==> config.mk <==
export PLATFORM = sky130hd
export DESIGN_NAME = lhp_bin
export DESIGN_NICKNAME = d
export VERILOG_FILES = /design/src/lhp_pkg.sv /design/src/lhp_bin.sv
export SDC_FILE = /design/constraint.sdc
export NUM_CORES = 1
export LEC_CHECK = 0
export ABC_AREA = 1
export BUFFER_PORTS_ARGS = -buffer_cell sky130_fd_sc_hd__buf_4
export CAP_MARGIN = 20
export CORE_MARGIN = 2
export CORE_UTILIZATION = 65
export CTS_BUF_LIST = sky130_fd_sc_hd__clkbuf_4
export CTS_CLUSTER_DIAMETER = 120
export DETAILED_ROUTE_END_ITERATION = 10
export PLACE_DENSITY = 0.85
export SKIP_LAST_GASP = 1
export SYNTH_ARGS = -nofsm -noshare
export SYNTH_HDL_FRONTEND = slang
export SYNTH_SLANG_ARGS = --single-unit
==> constraint.sdc <==
create_clock -name clk -period 23.1 [get_ports clk]
set_input_delay 6.93 -clock clk [delete_from_list [all_inputs] [get_ports clk]]
set_output_delay 6.93 -clock clk [all_outputs]
set_load 0.02 [all_outputs]
==> src/lhp_pkg.sv <==
`timescale 1ns / 1ps

package lhp_pkg;

  localparam int DUR_W   = 31;
  localparam int CNT_W   = 32;
  localparam int TOTAL_W = 40;

  localparam logic [CNT_W-1:0]   COUNT_MAX = '1;
  localparam logic [CNT_W-1:0]   MIN_EMPTY = '1;
  localparam logic [TOTAL_W-1:0] TOTAL_SAT = '1;

  typedef enum logic {
    ACT_RECORD   = 1'b0,
    ACT_SNAPSHOT = 1'b1
  } action_t;

  typedef struct packed {
    action_t     action;
    logic [3:0]  stage;
    logic [31:0] elapsed_us;
  } cmd_t;

  typedef struct packed {
    logic [TOTAL_W-1:0] sample_count;
    logic [DUR_W-1:0]   p50_us;
    logic [DUR_W-1:0]   p95_us;
    logic [DUR_W-1:0]   min_us;
    logic [DUR_W-1:0]   max_us;
  } result_t;

  typedef struct packed {
    logic [DUR_W-1:0] max_us;
    logic [CNT_W-1:0] min_us;
  } stage_word_t;

  localparam stage_word_t STAGE_CLEAR = '{max_us: '0, min_us: MIN_EMPTY};

endpackage

==> src/lhp_bin.sv <==
`timescale 1ns / 1ps

module lhp_bin
  import lhp_pkg::*;
#(
  parameter int NUM_BUCKETS     = 256,
  parameter int BUCKET_WIDTH_US = 500,
  localparam int BIDX_W = $clog2(NUM_BUCKETS)
) (
  input  logic              clk,
  input  logic              load,
  input  logic [DUR_W-1:0]  d,
  output logic [BIDX_W-1:0] bucket
);

  localparam int          FL2    = $clog2(BUCKET_WIDTH_US + 1) - 1;
  localparam int          SHIFT  = 31 + FL2;
  localparam logic [31:0] RECIP  = 32'((64'd1 << SHIFT) / BUCKET_WIDTH_US);
  localparam logic [31:0] BW32   = 32'(BUCKET_WIDTH_US);
  localparam logic [63:0] LIMIT  = 64'(NUM_BUCKETS) * 64'(BUCKET_WIDTH_US);
  localparam logic [BIDX_W-1:0] LAST = BIDX_W'(NUM_BUCKETS - 1);

  logic [DUR_W-1:0]  d1;
  logic              ovf1;
  logic [62:0]       prod1;
  logic [BIDX_W-1:0] qe_c;
  logic [BIDX_W-1:0] q_est;
  logic [31:0]       qbw;
  logic [31:0]       rem_c;

  assign qe_c  = prod1[SHIFT +: BIDX_W];
  assign rem_c = {1'b0, d1} - qbw;

  always_ff @(posedge clk) begin
    if (load) begin
      d1    <= d;
      ovf1  <= (64'(d) >= LIMIT);
      prod1 <= d * RECIP;
    end
    q_est <= qe_c;
    qbw   <= 32'(qe_c) * BW32;
  end

  // estimate is low by at most one
  always_comb begin
    if (ovf1) begin
      bucket = LAST;
    end else if (rem_c >= BW32) begin
      bucket = q_est + 1'b1;
    end else begin
      bucket = q_est;
    end
  end

endmodule

* Word-level counts from Yosys, hierarchy flattened
Cells that the tools add are included.
** Word-level totals
- Flip-flop bits (word level) :: 102
- Input bits :: 33
- Output and inout port bits :: 8
** Cells by class
- $add $sub $neg :: 2
- Multipliers :: 2
- Order comparisons :: 2
- Multiplexer cells :: 2
** Operators by type and width (count)
- multiplier 31 x 31 -> 47 bit (second input constant) :: 1
- >= comparator 32 x 9 -> 1 bit (second input constant) :: 1
- subtractor 31 x 17 -> 32 bit :: 1
- >= comparator 31 x 17 -> 1 bit (second input constant) :: 1
- 2-to-1 mux 8 bit :: 2
- multiplier 8 x 7 -> 15 bit (second input constant) :: 1
- adder 8 x 1 -> 8 bit (second input constant) :: 1

* Longest topological paths before layout
Gate-level depths: netlist (run 1).
- Word-level depth :: 4
- Mapped depth :: 25
- Depth with buffers taken out :: 25

* Worst setup path after synthesis (run 1)
OpenSTA, ideal clock, no wires.
- Kind :: input port to flip-flop
- From :: input d[4]
- To :: register prod1[42], data pin
- Arrival :: 12.334 ns
- Data required time :: 22.848 ns
- Path slack :: 10.513 ns
- Stages on the path :: 24
- Buffers on the path :: 0
- Path through :: ha_1 > fa_1 > fa_1 > inv_1 > fa_1 > inv_1 > fa_1 > inv_1 > fa_1 > inv_1 > fa_1 > inv_1 > fa_1 > inv_1 > ha_1 > a21oi_1 > inv_1 > a31oi_1 > o21ai_0 > a211o_1 > a21oi_1 > nand2_1 > nand2_1 > nand2_1
** On the way
- Longest elaborated chain between the ends :: 1
** RTL lines
- start, declared :: line lhp_bin.sv:12 : input logic [DUR_W-1:0] d,
- multiplier 31 x 31 -> 47 bit :: line lhp_bin.sv:38 : prod1 <= d * RECIP;
- end signal, assigned :: line lhp_bin.sv:38
- end, declared :: line lhp_bin.sv:25 : logic [62:0] prod1;
Every way passes these cells.
A chain may end at the register's enable or synchronous reset.

* Final worst setup path (run 1)
- From :: input d[24]
- To :: register prod1[46], data pin
The elaborated chain is that of the path after synthesis.

==> results of run 1 <==
-- state kept, by name, indices dropped and copies added, names as in the netlist --
register and cells:
d1 29, ovf1 1, prod1 8, q_est 8, qbw 13
-- critical path: cells and delay by family --
kind | cells | cell delay [ns]
adder cells (fa/ha/maj) | 9 | 4.23
AND/OR/NAND/NOR | 5 | 0.80
buffers and inverters | 6 | 0.56
AO/OA/AOI/OAI | 1 | 0.39
XOR/XNOR | 1 | 0.13
-- synthesized netlist by cell type, types with 2 or more instances --
| cell type | n |
|---|---|
| xor2_1 | 29 |
| nand3b_1 | 3 |
| a221oi_1 | 2 |
| a21oi_1 | 51 |
| nand2_2 | 7 |
| edfxtp_1 | 38 |
| inv_1 | 683 |
| ha_1 | 389 |
| dfxtp_1 | 21 |
| nor3_1 | 19 |
| nand3_1 | 71 |
| inv_2 | 7 |
| nor2_1 | 90 |
| a21o_1 | 12 |
| xnor2_1 | 16 |
| nor2_2 | 10 |
| nor4_1 | 4 |
| nand2_1 | 274 |
| o21a_1 | 5 |
| nor2_4 | 4 |
| o21ai_0 | 34 |
| nand4_1 | 24 |
| a21boi_0 | 3 |
| a211o_1 | 2 |
| o211ai_1 | 2 |
| fa_1 | 320 |
| a31oi_1 | 13 |
-- final cells by class --
cell class | count | area [um^2]
diodes | 1 | 2.50
inverters | 690 | 2590
flip-flops and latches | 59 | 1560
multi-input cells | 1395 | 14600
clock buffers | 10 | 75.1
well taps | 384 | 480
fillers | 2301 | 8840
clock inverters | 6 | 55.1
repair buffers | 40 | 300
-- kinds of logic after synthesis --
group | share of synthesized area
xor+xnor | 0.0210
buf+inv | 0.138
simple gates | 0.118
fa+ha+maj | 0.600
compound gates | 0.0401
flops | 0.0831
-- path summary, 6_finish.rpt --
kind / startpoint / end / slack (ns)
hold reg to reg: prod1[46]$_DFFE_PP_ / q_est[7]$_DFF_P_ / 0.80
setup / recovery: d[24] / prod1[46]$_DFFE_PP_ / 10.27
hold / removal: prod1[46]$_DFFE_PP_ / q_est[7]$_DFF_P_ / 0.80
setup reg to reg: prod1[40]$_DFFE_PP_ / qbw[16]$_DFF_P_ / 18.53
-- per-stage QoR --
step | hold slack (ns) | util
global route | 0.789 | 0.690
global placement | 0.704 | 0.686
finish | 0.805 | 0.690
floorplan | 0.467 | -
CTS | 0.775 | 0.690
detailed placement | 0.709 | 0.686
-- routing by layer --
metal / up-vias / share of wire / track usage
li1: 6600 / - / -
met1: 7000 / 0.39 / 0.472
met2: 568 / 0.47 / 0.613
met3: 171 / 0.074 / 0.0671
met4: 0 / 0.065 / 0.201
met5: - / 0 / 0
==> reports/qor.yml, run 1 <==
status:
  outcome: "complete, no violations"
layout:
  final_area_mm2: 0.0197
  nNetsFinal: 2937
  stdcell_count: 2585
  area_growth_pct: 4.86
  layout-drive-gt1-share: 0.0395
  layout_commonest_cell: "inv_1"
  final_cell_mix: "683 x inv_1, 389 x ha_1, 320 x fa_1, 274 x nand2_1, 90 x nor2_1"
floorplan:
  fp.dieArea_mm2: 0.0303
  rows: 62
  coreArea_mm2: 0.0285
  num_io_pins: 41
  die_w_um: 174
  die_h_um: 174
  initial_core_util: 0.658
drt:
  dr.pass1.iters: 8
  drt-total-wl_um: 52900
  drt_iter0_drc: 1089
  drt-vias-per-instance: 5.55
  drc: 0
  vias: 14300
  ant_nets: 0
  wl_per_cell_um: 20.5
clock_network:
  numClockSinks: 59
  cts-resized-gates: 0
  clk_latency_ns: 0.49
  post-cts-setup-buffer-count: 0
  clkTransAtPathRegs_ns: 0.13
  cts.root.buffer_cell: "clkbuf_4"
  cts_tree: "done"
  h-tree-depth: 3
  cts_made_buffers: 9
  clk_path_buf_depth: 2
  ctsHoldBuffers: 0
synth:
  yosys-top-cells-area: "fa_1 34%, ha_1 26%, inv_1 14%, edfxtp_1 6.1%, nand2_1 5.5%"
  synth-seq-cells: 59
  synth_top_area_cell: "fa_1"
  syn_area_per_cell_um2: 8.77
  async_reset_ff_frac: 0
  synthCells: 2144
  synth_top_flop_cell: "edfxtp_1"
  yosys_warnings: 0
  syn_area_mm2: 0.0188
  synth_nets: 2886
  synth_top_area_share: 0.341
  synth_enable_flop_cells: 38
  yosysUniqueCellTypes: 38
  synth_seq_area_share: 0.0831
global_route:
  grt_usage: 0.373
  grt_pass1_wl_um: 85000
  first_global_vias: 15600
  antenna_found_initial: 2
  globalRoute.totalOverflow: 0
  grt_max_degree: 39
critical_path:
  critical_path.slowest_cell: "fa_1"
  cp_max_fo: 11
  max_stage_delay_ns: 0.58
  cp.arrival_ns: 13.05
  cp_cell_sequence: "buf_4 > inv_1 > ha_1 > fa_1 > ha_1 > fa_1 > fa_1 > inv_1 > fa_1 > inv_1 > fa_1 > inv_1 > fa_1 > inv_1 > ha_1 > nand2_1 > nor2_1 > nand2_1 > nor3_1 > nand4_1 > o211ai_1 > xor2_1"
  worstPathRequired_ns: 23.32
  endpoint_kind: "register"
  path_common_cell: "fa_1"
  critPathLaunchType: "input pin"
  critPathKind: "input pin to register"
  r2r_cells: 15
placement:
  gp_congestion: 1.18
  numPlacedInstances: 2568
  hpwl_um: 46200
  dp_slack_ns: 9.85
  dpl_cell_area_mm2: 0.0196
  portBuffers: 40
timing:
  finalSetupViolCount: 0
  fmax_mhz: 77.9
  maxSlewHeadroom: 0.465
  hold_viol_final: 0
  skew_ns: 0.0593
  max_slew.worst_pin.slew_ns: 0.803
  period_share: 0.556
  slew_viol_final: 0
  rsz0062_at_grt: "false"
  timing.final.crit_period_ns: 12.83
  worst_slack_ns: 10.27
  tns_ns: 0
worst_hold_path:
  hold_path_class: "register to register"
  holdPathStages: 0
run:
  cap_violations: 0
Power of run 1 is not shown: default switching activity piles up to over one toggle a cycle in this logic, so the estimate is an artifact.
==> run 2, diff against run 1 <==
--- a/config.mk
+++ b/config.mk
@@ -9,11 +9,11 @@
 export BUFFER_PORTS_ARGS = -buffer_cell sky130_fd_sc_hd__buf_4
 export CAP_MARGIN = 20
 export CORE_MARGIN = 2
-export CORE_UTILIZATION = 65
+export CORE_UTILIZATION = 61
 export CTS_BUF_LIST = sky130_fd_sc_hd__clkbuf_4
 export CTS_CLUSTER_DIAMETER = 120
 export DETAILED_ROUTE_END_ITERATION = 10
-export PLACE_DENSITY = 0.85
+export PLACE_DENSITY = 0.84
 export SKIP_LAST_GASP = 1
 export SYNTH_ARGS = -nofsm -noshare
 export SYNTH_HDL_FRONTEND = slang
==> constraint.sdc (replaced) <==
create_clock -name clk -period 11 [get_ports clk]
set_input_delay 3.3 -clock clk [delete_from_list [all_inputs] [get_ports clk]]
set_output_delay 3.3 -clock clk [all_outputs]
set_load 0.02 [all_outputs]
==> run 2 against run 1 <==
Net effect: setup slack got worse by 8.4 ns; via count decreased by 0.37%; count of clock-buffer cells in the layout unchanged; critical path type unchanged.
==> reports/qor.yml, run 2 (synthesis gave the netlist of run 1 again) <==
status:
  outcome: "complete, no violations"
clock_network:
  cts_tree: "done"
  post-cts-setup-buffer-count: 0
  h-tree-depth: 3
  cts.root.buffer_cell: "clkbuf_4"
  ctsHoldBuffers: 0
  numClockSinks: 59
  clkTransAtPathRegs_ns: 0.14
  clk_latency_ns: 0.48
  clk_path_buf_depth: 2
  cts-resized-gates: 0
  cts_made_buffers: 9
placement:
  portBuffers: 40
  numPlacedInstances: 2580
  hpwl_um: 45900
  gp_congestion: 1.10
global_route:
  antenna_found_initial: 2
  grt_max_degree: 39
  grt_usage: 0.343
  grt_pass1_wl_um: 84500
  first_global_vias: 15900
  globalRoute.totalOverflow: 0
critical_path:
  r2r_cells: 13
  cp.arrival_ns: 9.40
  critPathLaunchType: "input pin"
  endpoint_kind: "register"
  critical_path.slowest_cell: "fa_1"
  worstPathRequired_ns: 11.23
  max_stage_delay_ns: 0.54
  cp_max_fo: 11
  rrSetupSlack_ns: 6.45
  r2r_end: "qbw[16]$_DFF_P_"
  timing.rr.start: "prod1[42]$_DFFE_PP_"
  critPathKind: "input pin to register"
  cp_cell_sequence: "buf_4 > inv_1 > ha_1 > fa_1 > fa_1 > inv_1 > fa_1 > inv_1 > fa_1 > inv_1 > fa_1 > inv_1 > fa_1 > inv_1 > fa_1 > inv_1 > ha_1 > a21o_1 > a31oi_1 > o21ai_0 > a221oi_1 > nand3_1 > xor2_1"
timing:
  max_slew.worst_pin.slew_ns: 0.704
  finalSetupViolCount: 0
  tns_ns: 0
  rsz0062_at_grt: "false"
  timing.final.crit_period_ns: 9.18
  fmax_mhz: 109
  slew_viol_final: 0
  skew_ns: 0.0624
  hold_viol_final: 0
  maxSlewHeadroom: 0.531
  period_share: 0.834
floorplan:
  initial_core_util: 0.618
  rows: 64
  die_h_um: 180
  fp.dieArea_mm2: 0.0322
  coreArea_mm2: 0.0304
  num_io_pins: 41
  die_w_um: 180
layout:
  layout-drive-gt1-share: 0.0400
  layout_commonest_cell: "inv_1"
  regMostFlops: "d1"
  area_growth_pct: 4.95
  nNetsFinal: 2937
  reg_top3: "d1 x29, qbw x13"
  final_cell_mix: "683 x inv_1, 389 x ha_1, 320 x fa_1, 274 x nand2_1, 90 x nor2_1"
  stdcell_count: 2598
  largest_reg_flops: 29
worst_hold_path:
  holdPathStages: 0
  hold_path_class: "register to register"
  min_from: "prod1[39]$_DFFE_PP_"
  hold_end: "q_est[0]$_DFF_P_"
drt:
  route.met2.wl_um: 24600
  drt-vias-per-instance: 5.50
  drt-total-wl_um: 52200
  drt_iter0_drc: 924
  dr.max_layer_used: "met5"
  dr.pass1.iters: 5
  met1_length_um: 19800
  ant_nets: 0
  drc: 0
  dr_wl_met3_um: 3740
  wl_per_cell_um: 20.1
  vias: 14300
run:
  cap_violations: 0
## run 2: changes by cell type in the layout (fill, tap and decap cells not counted), sizes merged
cell	delta
diode	+1
clkinv	-3
inv	+3
## run 2: worst max path at each step
stage	startpoint	to	slack [ns]	depth (start not counted)
after floorplan	d[4]	prod1[42]$_DFFE_PP_	2.04	24
after global placement	d[21]	prod1[46]$_DFFE_PP_	1.43	21
after detailed placement	d[21]	prod1[46]$_DFFE_PP_	1.44	21
after CTS	d[22]	prod1[46]$_DFFE_PP_	1.89	22
after global routing	d[22]	prod1[46]$_DFFE_PP_	1.55	22
final	d[24]	prod1[44]$_DFFE_PP_	1.82	23
## run 2: per-stage QoR
step	hold WS (ns)	area, um^2	worst slack [ns]	util
2_1_floorplan	0.467	18800	2.04	-
3_3_place_gp	0.721	19600	1.43	0.644
3_5_place_dp	0.715	19600	1.44	0.644
4_1_cts	0.765	19700	1.89	0.648
5_1_grt	0.783	19700	1.55	0.648
6_report	0.792	19700	1.82	0.648
## run 2: final cells by class
cell class              instances  area (um^2)
multi-input cells            1395        14600
fillers                      2488        10700
inverters                     690         2590
flip-flops and latches         59         1560
well taps                     396          495
repair buffers                 40          300
clock buffers                  10         75.1
clock inverters                 6         55.1
diodes                          2         5.00
## run 2: routing by layer
metal  track usage  vias up
li1              -     6591
met1         0.409     6952
met2         0.568      544
met3        0.0689      197
met4         0.217        2
met5             0        -
## run 2: critical path, delay by kind of cell
kind,cells,cell delay [ns]
buffers and inverters,8,0.67
AO/OA/AOI/OAI,4,0.81
XOR/XNOR,1,0.20
AND/OR/NAND/NOR,1,0.25
adder cells (fa/ha/maj),9,4.16
Power of run 2 is left out for the same reason.
==> run 3, diff against run 2 <==
==> constraint.sdc (replaced) <==
create_clock -name clk -period 8 [get_ports clk]
set_input_delay 2.4 -clock clk [delete_from_list [all_inputs] [get_ports clk]]
set_output_delay 2.4 -clock clk [all_outputs]
set_load 0.02 [all_outputs]
==> run 3 against run 2 <==
Net effect: the run now ends with DRC left; via count grew 6.3%; register-to-register slack lost 3.0 ns; sequential cell count is the same; worst hold slack gained 0.043 ns; cell area grew 12%; first-iteration DRC count grew 18%.
==> reports/qor.yml, run 3 (synthesis gave the netlist of run 1 again) <==
clock_network:
  h-tree-depth: 3
  clk_latency_ns: 0.49
  cts.root.buffer_cell: "clkbuf_4"
  cts_made_buffers: 9
  clkTransAtPathRegs_ns: 0.16
  ctsHoldBuffers: 0
  clk_path_buf_depth: 2
  cts_tree: "done"
  numClockSinks: 59
placement:
  dpl_cell_area_mm2: 0.0212
  gp_congestion: 1.11
  hpwl_um: 50800
  dp_slack_ns: -0.598
  portBuffers: 40
global_route:
  grt_usage: 0.364
  grt_max_degree: 39
  globalRoute.totalOverflow: 0
  first_global_vias: 16200
  grt_pass1_wl_um: 88900
  antenna_found_initial: 2
timing:
  rsz0062_at_grt: "true"
  maxSlewHeadroom: 0.483
  period_share: 0.988
  finalSetupViolCount: 0
  skew_ns: 0.0489
  slew_viol_final: 0
  max_slew.worst_pin.slew_ns: 0.776
  worst_slack_ns: 0.0986
  fmax_mhz: 127
  timing.final.crit_period_ns: 7.90
  hold_viol_final: 0
drt:
  wl_per_cell_um: 20.4
  ant_nets: 0
  vias: 15200
  dr.pass1.iters: 9
  drt-vias-per-instance: 5.41
  drt_iter0_drc: 1089
  drc: 2
  drt-total-wl_um: 57400
layout:
  final_area_mm2: 0.0220
  nNetsFinal: 3147
  ff_latch_area_mm2: 0.00156
  layout_commonest_cell: "inv_1"
  regMostFlops: "d1"
  num-fill-cells: 2280
  area_growth_pct: 17.2
  reg_top3: "d1 x29, qbw x13"
  layout-drive-gt1-share: 0.171
  multi_input_area_mm2: 0.0153
  final_cell_mix: "668 x inv_1, 350 x ha_1, 299 x fa_1, 267 x nand2_1, 243 x buf_4"
  largest_reg_flops: 29
floorplan:
  coreArea_mm2: 0.0304
  die_w_um: 180
  die_h_um: 180
  num_io_pins: 41
  fp.dieArea_mm2: 0.0322
  rows: 64
  initial_core_util: 0.618
worst_hold_path:
  hold_path_class: "register to register"
status:
  failed_checks: "DRC"
  outcome: "complete, but fails checks"
critical_path:
  cp.arrival_ns: 8.16
  endpoint_kind: "register"
  cp_max_fo: 8
  critPathLaunchType: "input pin"
  worstPathRequired_ns: 8.26
  critPathKind: "input pin to register"
run:
  cap_violations: 0
[run 3: cell types whose count changed in the layout (fill, tap and decap cells not counted), sizes merged]
cell	change
diode	-1
inv	-3
buf	+210
clkinv	+2
clkbuf	+1
[run 3: cell type report]
cell class	count	area share
diodes	1	0.000114
clock buffers	11	0.00375
clock inverters	5	0.00210
inverters	690	0.118
multi-input cells	1395	0.696
flip-flops and latches	59	0.0709
well taps	396	0.0225
repair buffers	250	0.0872
[run 3: per-stage QoR]
stage	hold slack, ns	instances	setup TNS, ns	util
after CTS	0.804	2802	0	0.700
after global placement	0.780	2786	-3.33	0.696
after floorplan	0.467	2144	0	-
after global routing	0.803	2807	-0.398	0.724
final	0.835	2807	0	0.724
after detailed placement	0.775	2786	-3.76	0.696
[run 3: what timing repair did]
item	CTS	global route
buffers inserted	0	4
setup endpoints to repair	3	8
pin swaps	0	45
resized for setup	3	128
[run 3: path summary, 6_finish.rpt]
check | endpoint | cells after the start | startpoint | slack (ns)
max | prod1[46]$_DFFE_PP_ | 23 | d[22] | 0.1
min | q_est[0]$_DFF_P_ | 0 | prod1[39]$_DFFE_PP_ | 0.83
max reg2reg | qbw[16]$_DFF_P_ | 15 | prod1[41]$_DFFE_PP_ | 3.41
min reg2reg | q_est[0]$_DFF_P_ | 0 | prod1[39]$_DFFE_PP_ | 0.83
[run 3: worst max-delay path: stages]
cell      delay (ns)
buf_4           0.14
buf_4           0.20
ha_1            0.21
ha_1            0.30
fa_1            0.51
inv_1           0.05
fa_1            0.55
inv_1           0.06
fa_1            0.46
fa_1            0.53
fa_1            0.54
inv_1           0.08
fa_1            0.55
inv_1           0.07
ha_4            0.27
buf_4           0.10
nand2_1         0.08
nor2_2          0.11
nand2_1         0.09
nor3_2          0.26
nand4_1         0.21
o211ai_1        0.28
xor2_1          0.09
[run 3: routing by layer]
metal | GRT usage | up-vias | wire length, um
li1 | - | 7030 | -
met2 | 0.618 | 523 | 28100
met3 | 0.0509 | 167 | 3580
met4 | 0.198 | 2 | 3640
met5 | 0 | - | 11
met1 | 0.452 | 7460 | 22100
Power of run 3 is left out for the same reason.
